[src/design/fbc_pkg.sv]
package fbc_pkg;

    localparam int VALUE_WIDTH   = 32;
    localparam int FRACTION_BITS = 16;
    localparam int PLANE_COUNT   = 6;
    localparam int MATRIX_SIZE   = 4;
    localparam int AXES          = 3;

    localparam int PLANE_W  = $clog2(PLANE_COUNT);
    localparam int SUB_W    = $clog2(MATRIX_SIZE);
    localparam int OPND_W   = VALUE_WIDTH + 1;
    localparam int PROD_W   = 2 * OPND_W;
    localparam int SUMSQ_W  = 2 * VALUE_WIDTH;
    localparam int LEN_W    = VALUE_WIDTH;
    localparam int REM_W    = LEN_W + 3;
    localparam int NUM_W    = VALUE_WIDTH + FRACTION_BITS;
    localparam int ACC_W    = PROD_W + 2;
    localparam int STEP_W   = $clog2(NUM_W);

    localparam int SQRT_STEPS = SUMSQ_W / 2;
    localparam int DIV_STEPS  = NUM_W;

    localparam logic [PLANE_W-1:0] LAST_PLANE = PLANE_W'(PLANE_COUNT - 1);
    localparam logic [SUB_W-1:0]   LAST_COMP  = SUB_W'(MATRIX_SIZE - 1);
    localparam logic [SUB_W-1:0]   LAST_AXIS  = SUB_W'(AXES - 1);

    typedef logic [VALUE_WIDTH-1:0] value_t;
    typedef logic [MATRIX_SIZE-1:0][VALUE_WIDTH-1:0] row_t;
    typedef logic [AXES-1:0][VALUE_WIDTH-1:0] point_t;

    typedef enum logic [1:0] {
        OP_LOAD    = 2'd0,
        OP_EXTRACT = 2'd1,
        OP_TEST    = 2'd2
    } op_t;

    typedef enum logic [4:0] {
        ST_IDLE,
        ST_X_RD,
        ST_X_CMP,
        ST_X_MUL,
        ST_X_ACC,
        ST_X_SQI,
        ST_X_SQ,
        ST_X_CHK,
        ST_X_DVI,
        ST_X_DV,
        ST_X_DVE,
        ST_X_WR,
        ST_T_START,
        ST_T_RD,
        ST_T_INIT,
        ST_T_MUL,
        ST_T_ACC,
        ST_T_CHK,
        ST_T_DONE
    } state_t;

    typedef struct packed {
        logic [1:0] op;
        logic [1:0] row_index;
        row_t       elements;
        point_t     box_min;
        point_t     box_max;
    } in_item_t;

    typedef struct packed {
        logic               load;
        logic               capture;
        logic               mat_rd;
        logic               comp_wr;
        logic               s_clear;
        logic               mul_sq;
        logic               s_add;
        logic               sqrt_init;
        logic               sqrt_step;
        logic               div_init;
        logic               div_step;
        logic               div_store;
        logic               plane_wr;
        logic               pl_rd;
        logic               acc_init;
        logic               mul_box;
        logic               acc_add;
        logic               set_result;
        logic               verdict;
        logic [PLANE_W-1:0] plane;
        logic [SUB_W-1:0]   sub;
    } dp_cmd_t;

    typedef struct packed {
        logic len_zero;
        logic acc_neg;
        logic out_free;
    } dp_stat_t;

endpackage

[src/design/fbc_ctrl.sv]
module fbc_ctrl (
    input  logic               clk,
    input  logic               rst_n,
    input  logic               in_valid,
    input  logic [1:0]         in_op,
    output logic               in_ready,
    input  logic               cfg_wr_en,
    input  logic [2:0]         cfg_wr_data,
    input  fbc_pkg::dp_stat_t  stat,
    output fbc_pkg::dp_cmd_t   cmd
);

    fbc_pkg::state_t                   state_reg, state_next;
    logic [fbc_pkg::PLANE_W-1:0]       plane_reg, plane_next;
    logic [fbc_pkg::SUB_W-1:0]         sub_reg, sub_next;
    logic [fbc_pkg::STEP_W-1:0]        step_reg, step_next;
    logic                              verdict_reg, verdict_next;
    logic [2:0]                        cfg_reg;
    logic [fbc_pkg::PLANE_W-1:0]       last_tested;
    logic                              accept;

    assign accept = in_valid && in_ready;

    always_comb
    begin
        if (cfg_reg > 3'(fbc_pkg::PLANE_COUNT))
        begin
            last_tested = fbc_pkg::LAST_PLANE;
        end
        else
        begin
            last_tested = fbc_pkg::PLANE_W'(cfg_reg - 3'd1);
        end
    end

    always_ff @(posedge clk or negedge rst_n)
    begin
        if (!rst_n)
        begin
            state_reg   <= fbc_pkg::ST_IDLE;
            plane_reg   <= '0;
            sub_reg     <= '0;
            step_reg    <= '0;
            verdict_reg <= 1'b0;
            cfg_reg     <= 3'd4;
        end
        else
        begin
            state_reg   <= state_next;
            plane_reg   <= plane_next;
            sub_reg     <= sub_next;
            step_reg    <= step_next;
            verdict_reg <= verdict_next;
            if (cfg_wr_en)
            begin
                cfg_reg <= cfg_wr_data;
            end
        end
    end

    always_comb
    begin
        state_next   = state_reg;
        plane_next   = plane_reg;
        sub_next     = sub_reg;
        step_next    = step_reg;
        verdict_next = verdict_reg;
        case (state_reg)
            fbc_pkg::ST_IDLE:
            begin
                plane_next = '0;
                sub_next   = '0;
                step_next  = '0;
                if (accept && in_op == fbc_pkg::OP_EXTRACT)
                begin
                    state_next = fbc_pkg::ST_X_RD;
                end
                else if (accept && in_op == fbc_pkg::OP_TEST)
                begin
                    state_next = fbc_pkg::ST_T_START;
                end
            end
            fbc_pkg::ST_X_RD:
            begin
                state_next = fbc_pkg::ST_X_CMP;
            end
            fbc_pkg::ST_X_CMP:
            begin
                if (sub_reg == fbc_pkg::LAST_COMP)
                begin
                    sub_next   = '0;
                    state_next = fbc_pkg::ST_X_MUL;
                end
                else
                begin
                    sub_next   = sub_reg + 1'b1;
                    state_next = fbc_pkg::ST_X_RD;
                end
            end
            fbc_pkg::ST_X_MUL:
            begin
                state_next = fbc_pkg::ST_X_ACC;
            end
            fbc_pkg::ST_X_ACC:
            begin
                if (sub_reg == fbc_pkg::LAST_AXIS)
                begin
                    sub_next   = '0;
                    state_next = fbc_pkg::ST_X_SQI;
                end
                else
                begin
                    sub_next   = sub_reg + 1'b1;
                    state_next = fbc_pkg::ST_X_MUL;
                end
            end
            fbc_pkg::ST_X_SQI:
            begin
                step_next  = '0;
                state_next = fbc_pkg::ST_X_SQ;
            end
            fbc_pkg::ST_X_SQ:
            begin
                step_next = step_reg + 1'b1;
                if (step_reg == fbc_pkg::STEP_W'(fbc_pkg::SQRT_STEPS - 1))
                begin
                    state_next = fbc_pkg::ST_X_CHK;
                end
            end
            fbc_pkg::ST_X_CHK:
            begin
                sub_next = '0;
                if (stat.len_zero)
                begin
                    state_next = fbc_pkg::ST_X_WR;
                end
                else
                begin
                    state_next = fbc_pkg::ST_X_DVI;
                end
            end
            fbc_pkg::ST_X_DVI:
            begin
                step_next  = '0;
                state_next = fbc_pkg::ST_X_DV;
            end
            fbc_pkg::ST_X_DV:
            begin
                step_next = step_reg + 1'b1;
                if (step_reg == fbc_pkg::STEP_W'(fbc_pkg::DIV_STEPS - 1))
                begin
                    state_next = fbc_pkg::ST_X_DVE;
                end
            end
            fbc_pkg::ST_X_DVE:
            begin
                if (sub_reg == fbc_pkg::LAST_COMP)
                begin
                    state_next = fbc_pkg::ST_X_WR;
                end
                else
                begin
                    sub_next   = sub_reg + 1'b1;
                    state_next = fbc_pkg::ST_X_DVI;
                end
            end
            fbc_pkg::ST_X_WR:
            begin
                sub_next = '0;
                if (plane_reg == fbc_pkg::LAST_PLANE)
                begin
                    state_next = fbc_pkg::ST_IDLE;
                end
                else
                begin
                    plane_next = plane_reg + 1'b1;
                    state_next = fbc_pkg::ST_X_RD;
                end
            end
            fbc_pkg::ST_T_START:
            begin
                plane_next = '0;
                if (cfg_reg == 3'd0)
                begin
                    verdict_next = 1'b1;
                    state_next   = fbc_pkg::ST_T_DONE;
                end
                else
                begin
                    state_next = fbc_pkg::ST_T_RD;
                end
            end
            fbc_pkg::ST_T_RD:
            begin
                state_next = fbc_pkg::ST_T_INIT;
            end
            fbc_pkg::ST_T_INIT:
            begin
                sub_next   = '0;
                state_next = fbc_pkg::ST_T_MUL;
            end
            fbc_pkg::ST_T_MUL:
            begin
                state_next = fbc_pkg::ST_T_ACC;
            end
            fbc_pkg::ST_T_ACC:
            begin
                if (sub_reg == fbc_pkg::LAST_AXIS)
                begin
                    state_next = fbc_pkg::ST_T_CHK;
                end
                else
                begin
                    sub_next   = sub_reg + 1'b1;
                    state_next = fbc_pkg::ST_T_MUL;
                end
            end
            fbc_pkg::ST_T_CHK:
            begin
                if (stat.acc_neg)
                begin
                    verdict_next = 1'b0;
                    state_next   = fbc_pkg::ST_T_DONE;
                end
                else if (plane_reg == last_tested)
                begin
                    verdict_next = 1'b1;
                    state_next   = fbc_pkg::ST_T_DONE;
                end
                else
                begin
                    plane_next = plane_reg + 1'b1;
                    state_next = fbc_pkg::ST_T_RD;
                end
            end
            fbc_pkg::ST_T_DONE:
            begin
                if (stat.out_free)
                begin
                    state_next = fbc_pkg::ST_IDLE;
                end
            end
            default:
            begin
                state_next = fbc_pkg::ST_IDLE;
            end
        endcase
    end

    always_comb
    begin
        cmd         = '0;
        cmd.plane   = plane_reg;
        cmd.sub     = sub_reg;
        cmd.verdict = verdict_reg;
        in_ready    = 1'b0;
        case (state_reg)
            fbc_pkg::ST_IDLE:
            begin
                in_ready    = 1'b1;
                cmd.load    = accept && in_op == fbc_pkg::OP_LOAD;
                cmd.capture = accept && in_op == fbc_pkg::OP_TEST;
            end
            fbc_pkg::ST_X_RD:
            begin
                cmd.mat_rd = 1'b1;
            end
            fbc_pkg::ST_X_CMP:
            begin
                cmd.comp_wr = 1'b1;
                cmd.s_clear = sub_reg == fbc_pkg::LAST_COMP;
            end
            fbc_pkg::ST_X_MUL:
            begin
                cmd.mul_sq = 1'b1;
            end
            fbc_pkg::ST_X_ACC:
            begin
                cmd.s_add = 1'b1;
            end
            fbc_pkg::ST_X_SQI:
            begin
                cmd.sqrt_init = 1'b1;
            end
            fbc_pkg::ST_X_SQ:
            begin
                cmd.sqrt_step = 1'b1;
            end
            fbc_pkg::ST_X_DVI:
            begin
                cmd.div_init = 1'b1;
            end
            fbc_pkg::ST_X_DV:
            begin
                cmd.div_step = 1'b1;
            end
            fbc_pkg::ST_X_DVE:
            begin
                cmd.div_store = 1'b1;
            end
            fbc_pkg::ST_X_WR:
            begin
                cmd.plane_wr = 1'b1;
            end
            fbc_pkg::ST_T_RD:
            begin
                cmd.pl_rd = 1'b1;
            end
            fbc_pkg::ST_T_INIT:
            begin
                cmd.acc_init = 1'b1;
            end
            fbc_pkg::ST_T_MUL:
            begin
                cmd.mul_box = 1'b1;
            end
            fbc_pkg::ST_T_ACC:
            begin
                cmd.acc_add = 1'b1;
            end
            fbc_pkg::ST_T_DONE:
            begin
                cmd.set_result = stat.out_free;
            end
            default:
            begin
                in_ready = 1'b0;
            end
        endcase
    end

    a_load_returns_idle: assert property (@(posedge clk) disable iff (!rst_n)
        (accept && in_op == fbc_pkg::OP_LOAD) |=> state_reg == fbc_pkg::ST_IDLE)
        else $error("load transfer did not return to idle");

    a_result_into_free_slot: assert property (@(posedge clk) disable iff (!rst_n)
        cmd.set_result |-> stat.out_free)
        else $error("result written while output register is occupied");

    a_plane_in_range: assert property (@(posedge clk) disable iff (!rst_n)
        plane_reg <= fbc_pkg::LAST_PLANE)
        else $error("plane counter out of range");

    a_cull_reported: assert property (@(posedge clk) disable iff (!rst_n)
        (state_reg == fbc_pkg::ST_T_CHK && stat.acc_neg)
        |=> (state_reg == fbc_pkg::ST_T_DONE && !verdict_reg))
        else $error("negative plane distance did not cull the box");

endmodule

[config.mk]
export PLATFORM = sky130hd
export DESIGN_NAME = fbc_ctrl
export DESIGN_NICKNAME = d
export VERILOG_FILES = /design/src/design/fbc_pkg.sv /design/src/design/fbc_ctrl.sv
export SDC_FILE = /design/constraint.sdc
export NUM_CORES = 1
export LEC_CHECK = 0
export ABC_AREA = 1
export ABC_CLOCK_PERIOD_IN_PS = 2050
export BUFFER_PORTS_ARGS = -buffer_cell sky130_fd_sc_hd__buf_2
export CAP_MARGIN = 10
export CORE_ASPECT_RATIO = 0.6
export CORE_UTILIZATION = 55
export DETAILED_ROUTE_END_ITERATION = 7
export GPL_TIMING_DRIVEN = 1
export PLACE_DENSITY_LB_ADDON = 0.3
export SYNTH_ARGS = -nofsm -noshare
export SYNTH_HDL_FRONTEND = slang
export SYNTH_SLANG_ARGS = --single-unit
[constraint.sdc]
create_clock -name clk -period 2.05 [get_ports clk]
set_clock_uncertainty 0.15 [all_clocks]
set_input_delay 0.3075 -clock clk [delete_from_list [all_inputs] [get_ports clk]]
set_output_delay 0.3075 -clock clk [all_outputs]
set_load 0.05 [all_outputs]
==> impl_metrics.csv, run 1 <==
group,metric,value,unit
finish,final_common_cell,"nand2_1",
placement,gp_congestion,0.942,
clocking,h-tree-depth,1,
clocking,path_clk_slew,0.08,ns
clocking,cts_tree,"yes",
finish,layout.nets,327,
detailed_routing,finalWirelength,4820,µm
floorplanning,core,0.00295,mm²
timing,rsz0062_at_grt,"true",
detailed_routing,drt_pass1_iterations,6,
floorplanning,die-area,0.00341,mm²
finish,drive_gt1_share,28.6,%
pwr,power_leakage,1.21,nW
grt,first_global_vias,1539,
floorplanning,fp.dieW,74.7,µm
placement,portBuffers,36,
timing,fin_crit_sh,98.2,%
yosys,ys_ff_latch,20,
grt,grt.overflow.total,0,
clocking,clock_tree.root_cell,"clkbuf_8",
setup_path,crit_end,"cmd[22]",
setup_path,timing.rr.end,"state_reg[0]",
floorplanning,pin_count,37,
placement,dp_cells,337,
yosys,synth_area_per_cell,6.70,µm²
timing,slew_headroom,68.4,%
yosys,syn_area,0.00174,mm²
floorplanning,initial_utilization,59.2,%
pwr,ir_drop,0.955,mV
floorplanning,die_y,45.6,µm
timing,worstMarginPinSlew,0.475,ns
grt,grt_max_degree,21,
status,status,"finished clean",
grt,antenna_found_initial,0,
detailed_routing,drc,0,
grt,grt_usage,29.0,%
detailed_routing,detail-route-antenna-nets,0,
pwr,power.density,1530,mW/mm²
yosys,ys_warn_count,0,
timing,fin_setup_tns,0,ns
timing,setup_viol,0,
finish,n_antenna_cell,0,
clocking,cts_made_buffers,3,
clocking,clock_sinks,20,
yosys,ys_types,32,
setup_path,r2r.worst_path.cells,10,
yosys,ys_seq_area_share,28.8,%
floorplanning,row_count,15,
detailed_routing,num_vias,1857,
clocking,insertion_delay,0.26,ns
timing,slew_violations,0,
setup_path,cp_max_fo,6,
yosys,synth_edf_count,0,
setup_path,crit_type,"register to output pin",
yosys,ys_async_sr_fraction,100,%
finish,syn2layout_area_growth,24.3,%
setup_path,worst-r2r-setup-slack,0.17,ns
yosys,syn_nets,282,
yosys,synthCells,260,
timing,max_freq,497,MHz
setup_path,endpoint_kind,"output pin",
placement,hpwlAfterDp,3610,µm
setup_path,r2r-start,"state_reg[4]",
flow_run,cap_violations,0,
detailed_routing,wl_per_cell,13.9,µm
detailed_routing,viasPerCell,5.37,
timing,min_period,2.01,ns
setup_path,worstSetupStartpointType,"register",
setup_path,crit_start,"state_reg[1]",
setup_path,critPathArrivalTime,1.56,ns
setup_path,cp.required,1.59,ns
clocking,clk_path_buf_depth,2,
finish,instances_no_fill,346,
worst_hold_path,min_path_type,"primary input to register",
grt,grt_pass1_wl,7230,µm
placement,post_dp_cell_area,0.00199,mm²
finish,layout_common_cells,"nand2_1, inv_1, nor2_1",
yosys,synth-main-ff-cell,"dfrtp_1",
finish,finalInstanceArea,0.00217,mm²
detailed_routing,drt_iter0_drc,148,
finish,largest_register_ffs,6,
timing,hold_viol,0,
-- layer usage --
layer / GRT usage, % / wire length (µm)
met5: 0 / 0
met4: 4.53 / 64
met3: 6.64 / 432
met2: 41.1 / 1980
met1: 45.1 / 2340
-- worst min path at each step --
stage / from / endpoint / slack, ns / cells past startpoint
after floorplan: rst_n / cfg_reg[0] / -0.14 / 0
after global placement: rst_n / step_reg[3] / 0.14 / 1
after detailed placement: rst_n / step_reg[3] / 0.14 / 1
after CTS: cfg_wr_data[1] / cfg_reg[1] / 0.12 / 3
after global routing: cfg_wr_data[2] / cfg_reg[2] / 0.14 / 2
final: cfg_wr_data[1] / cfg_reg[1] / 0.12 / 3
-- final cells by class --
| type | count | area [µm²] |
|---|---|---|
| clock inverters | 1 | 30.0 |
| multi-input cells | 199 | 1130 |
| repair buffers | 41 | 246 |
| well taps | 42 | 52.6 |
| fillers | 243 | 781 |
| inverters | 40 | 155 |
| flip-flops and latches | 20 | 507 |
| clock buffers | 3 | 41.3 |
-- per-stage QoR --
| step | util (%) | power (mW) | setup WS, ns | hold slack [ns] |
|---|---|---|---|---|
| 4_1_cts | 71.6 | 3.21 | 0.0177 | 0.123 |
| 2_1_floorplan | - | 2.30 | -0.0911 | -0.138 |
| 5_1_grt | 73.5 | 3.54 | -0.00959 | 0.142 |
| 6_report | 73.5 | 3.32 | 0.0365 | 0.117 |
| 3_3_place_gp | 67.7 | 2.73 | 0.167 | 0.139 |
| 3_5_place_dp | 67.7 | 2.73 | 0.131 | 0.139 |
-- cells by family after synthesis --
logic type | Yosys count | share of synthesized area [%]
xor+xnor | 4 | 2.01
simple gates | 166 | 46.3
mux | 1 | 0.646
flops | 20 | 28.8
fa+ha+maj | 10 | 7.18
buf+inv | 41 | 9.19
compound gates | 18 | 5.89
-- repair_timing --
item,4_1_cts,5_1_grt
setup endpoints to repair,4,12
endpoints found under the hold margin,19,0
setup buffers,3,1
pin swaps,3,2
hold buffers,1,0
gates resized for setup,6,16
-- Yosys cell counts, drive strengths merged, types with 2 or more instances --
cell	number	area (µm²)
nand4	5	31.3
nand3	27	150
o22ai	3	18.8
inv	40	153
nand2	75	287
nor3	7	56.3
dfrtp	19	475
xor2	3	26.3
nor2	49	263
a21oi	5	25.0
a22oi	2	15.0
o21ai	6	30.0
ha	10	125
-- worst max-delay path, stage by stage (launching register included) --
cell and delay (ns):
dfrtp_2 0.46, nor2_4 0.22, inv_6 0.09, nor2_8 0.13, nand2_4 0.07, nor3_4 0.14
buf_6 0.18
-- where the power goes --
part           internal (mW)  total (mW)  switching (mW)
clock network          0.261       0.398           0.138
logic                  0.648        2.22            1.57
registers              0.521       0.699           0.178
total                   1.43        3.32            1.89
Power figures use the tool's default switching activity.
==> run 2: changes to the inputs <==
--- a/config.mk
+++ b/config.mk
@@ -9,8 +9,10 @@
 export ABC_CLOCK_PERIOD_IN_PS = 2050
 export BUFFER_PORTS_ARGS = -buffer_cell sky130_fd_sc_hd__buf_2
 export CAP_MARGIN = 10
+export CELL_PAD_IN_SITES_DETAIL_PLACEMENT = 0
+export CELL_PAD_IN_SITES_GLOBAL_PLACEMENT = 1
 export CORE_ASPECT_RATIO = 0.6
-export CORE_UTILIZATION = 55
+export CORE_UTILIZATION = 38
 export DETAILED_ROUTE_END_ITERATION = 7
 export GPL_TIMING_DRIVEN = 1
 export PLACE_DENSITY_LB_ADDON = 0.3
==> run 2 against run 1 <==
  * Cell count grew 5.5%
  * Worst hold slack gained 0.0069 ns
  * Critical path type unchanged
  * Critical endpoint unchanged
  * Register-to-register slack gained 0.04 ns
  * Critical path depth is the same
  * Worst setup slack lost 0.031 ns
  * Power is essentially flat
  * Via count shrank 4.8%
  * Sequential share of layout area shrank 0.33 points
  * Count of clock-buffer cells in the layout is the same
  * Maximum frequency shrank 1.5%
  * Cell area grew 1.7%
==> impl_metrics.csv, run 2 (synthesized netlist as in run 1, its figures left out) <==
group,metric,value,unit
status,status,"finished clean",
placement,post_dp_cell_area,0.00202,mm²
finish,layout_common_cells,"nand2_1, inv_1, nor2_1",
finish,largest_register_ffs,6,
setup_path,critPathArrivalTime,1.59,ns
flow_run,cap_violations,0,
worst_hold_path,min_path_type,"primary input to register",
grt,grt.overflow.total,0,
clocking,clock_sinks,20,
timing,rsz0062_at_grt,"true",
finish,drive_gt1_share,29.2,%
detailed_routing,wl_per_cell,12.5,µm
detailed_routing,met1_length,2610,µm
floorplanning,initial_utilization,40.9,%
detailed_routing,finalWirelength,4550,µm
clocking,path_clk_slew,0.08,ns
timing,slew_violations,0,
pwr,ir_drop,0.849,mV
grt,first_global_vias,1549,
clocking,insertion_delay,0.26,ns
finish,utilization,51.7,%
clocking,clock_tree.root_cell,"clkbuf_8",
detailed_routing,detail-route-antenna-nets,0,
detailed_routing,route.met2.wl,1640,µm
placement,dp_worst_setup_slack,0.0924,ns
timing,worstMarginPinSlew,0.483,ns
finish,syn2layout_area_growth,26.3,%
floorplanning,fp.dieW,89.4,µm
detailed_routing,num_vias,1768,
floorplanning,die_y,54.5,µm
timing,hold_viol,0,
detailed_routing,routed.top_layer,"met4",
grt,grt_usage,21.2,%
grt,antenna_found_initial,0,
setup_path,worst-r2r-setup-slack,0.21,ns
setup_path,crit_type,"register to output pin",
timing,max_freq,489,MHz
grt,grt_max_degree,21,
setup_path,endpoint_kind,"output pin",
finish,n_antenna_cell,0,
floorplanning,pin_count,37,
clocking,h-tree-depth,1,
timing,slew_headroom,67.8,%
detailed_routing,met3WireLength,278,µm
setup_path,worstSetupStartpointType,"register",
pwr,power_leakage,1.22,nW
floorplanning,core,0.00426,mm²
pwr,power,3.31,mW
setup_path,cp_max_fo,5,
floorplanning,die-area,0.00487,mm²
detailed_routing,drt_iter0_drc,130,
timing,fin_ws,0.00540,ns
finish,fill_cells,443,
placement,hpwlAfterDp,3710,µm
clocking,cts_made_buffers,3,
finish,layout.nets,328,
detailed_routing,drc,0,
timing,min_period,2.04,ns
placement,gp_congestion,0.918,
finish,finalInstanceArea,0.00220,mm²
clocking,cts_tree,"yes",
timing,setup_viol,0,
grt,grt_pass1_wl,7600,µm
detailed_routing,drt_pass1_iterations,4,
finish,final_common_cell,"nand2_1",
placement,portBuffers,36,
clocking,clk_path_buf_depth,2,
timing,fin_crit_sh,99.7,%
detailed_routing,viasPerCell,4.84,
floorplanning,row_count,18,
setup_path,cp.required,1.59,ns
pwr,power.density,1500,mW/mm²
==> run 2: cell types whose count changed in the layout (fill, tap and decap cells not counted), moves of 2 or more <==
cell	change
clkbuf_4	-2
buf_4	+4
buf_2	-3
buf_6	+2
inv_4	+2
nor2_4	-2
==> run 2: layer usage <==
layer / global-route usage [%] / vias to the layer above
met2: 26.1 / 53
li1: - / 914
met5: 0 / -
met1: 36.0 / 799
met3: 3.62 / 2
met4: 3.70 / 0
==> run 2: final timing paths <==
path                                startpoint      endpoint  cells after the start
worst max-delay path              state_reg[2]       cmd[22]                      6
worst min-delay path            cfg_wr_data[2]    cfg_reg[2]                      2
worst max register to register      cfg_reg[0]  state_reg[2]                     11
worst min register to register     verdict_reg   verdict_reg                      2
max in group asynchronous                rst_n  state_reg[4]                      2
min in group asynchronous                rst_n   step_reg[3]                      2
==> run 2: power by group <==
group / switching (mW) / internal (mW)
clock: 0.141 / 0.261
combinational: 1.54 / 0.692
sequential: 0.161 / 0.521
==> run 2: through the flow <==
step,TNS [ns],hold slack (ns),instances
detailed placement,0,0.145,355
global route,-0.0934,0.114,365
CTS,0,0.120,362
finish,0,0.124,365
floorplan,-0.210,-0.138,260
global placement,0,0.148,355
==> run 2: worst max-delay path, stage by stage (launching register included) <==
cell and delay (ns):
dfrtp_2 0.45, nor2_4 0.17, nand2_4 0.11, nor2_8 0.17, nand2_4 0.07, nor3_4 0.16
buf_6 0.19
==> run 2: what timing repair did <==
action                     4_1_cts  5_1_grt
hold endpoints to repair        19        0
hold buffers                     1        0
setup endpoints to repair        8       17
buffers inserted                 2        3
gates resized for setup          9       19
pin swaps                        4        3
==> run 2: final cells by class <==
type | count | area [µm²] | area share, %
timing repair buffer | 42 | 269 | 12.2
clock inverter | 1 | 30.0 | 1.36
tap | 60 | 75.1 | 3.41
clock buffer | 3 | 41.3 | 1.88
sequential | 20 | 508 | 23.1
inverter | 40 | 155 | 7.05
multi-input combinational | 199 | 1120 | 51.0
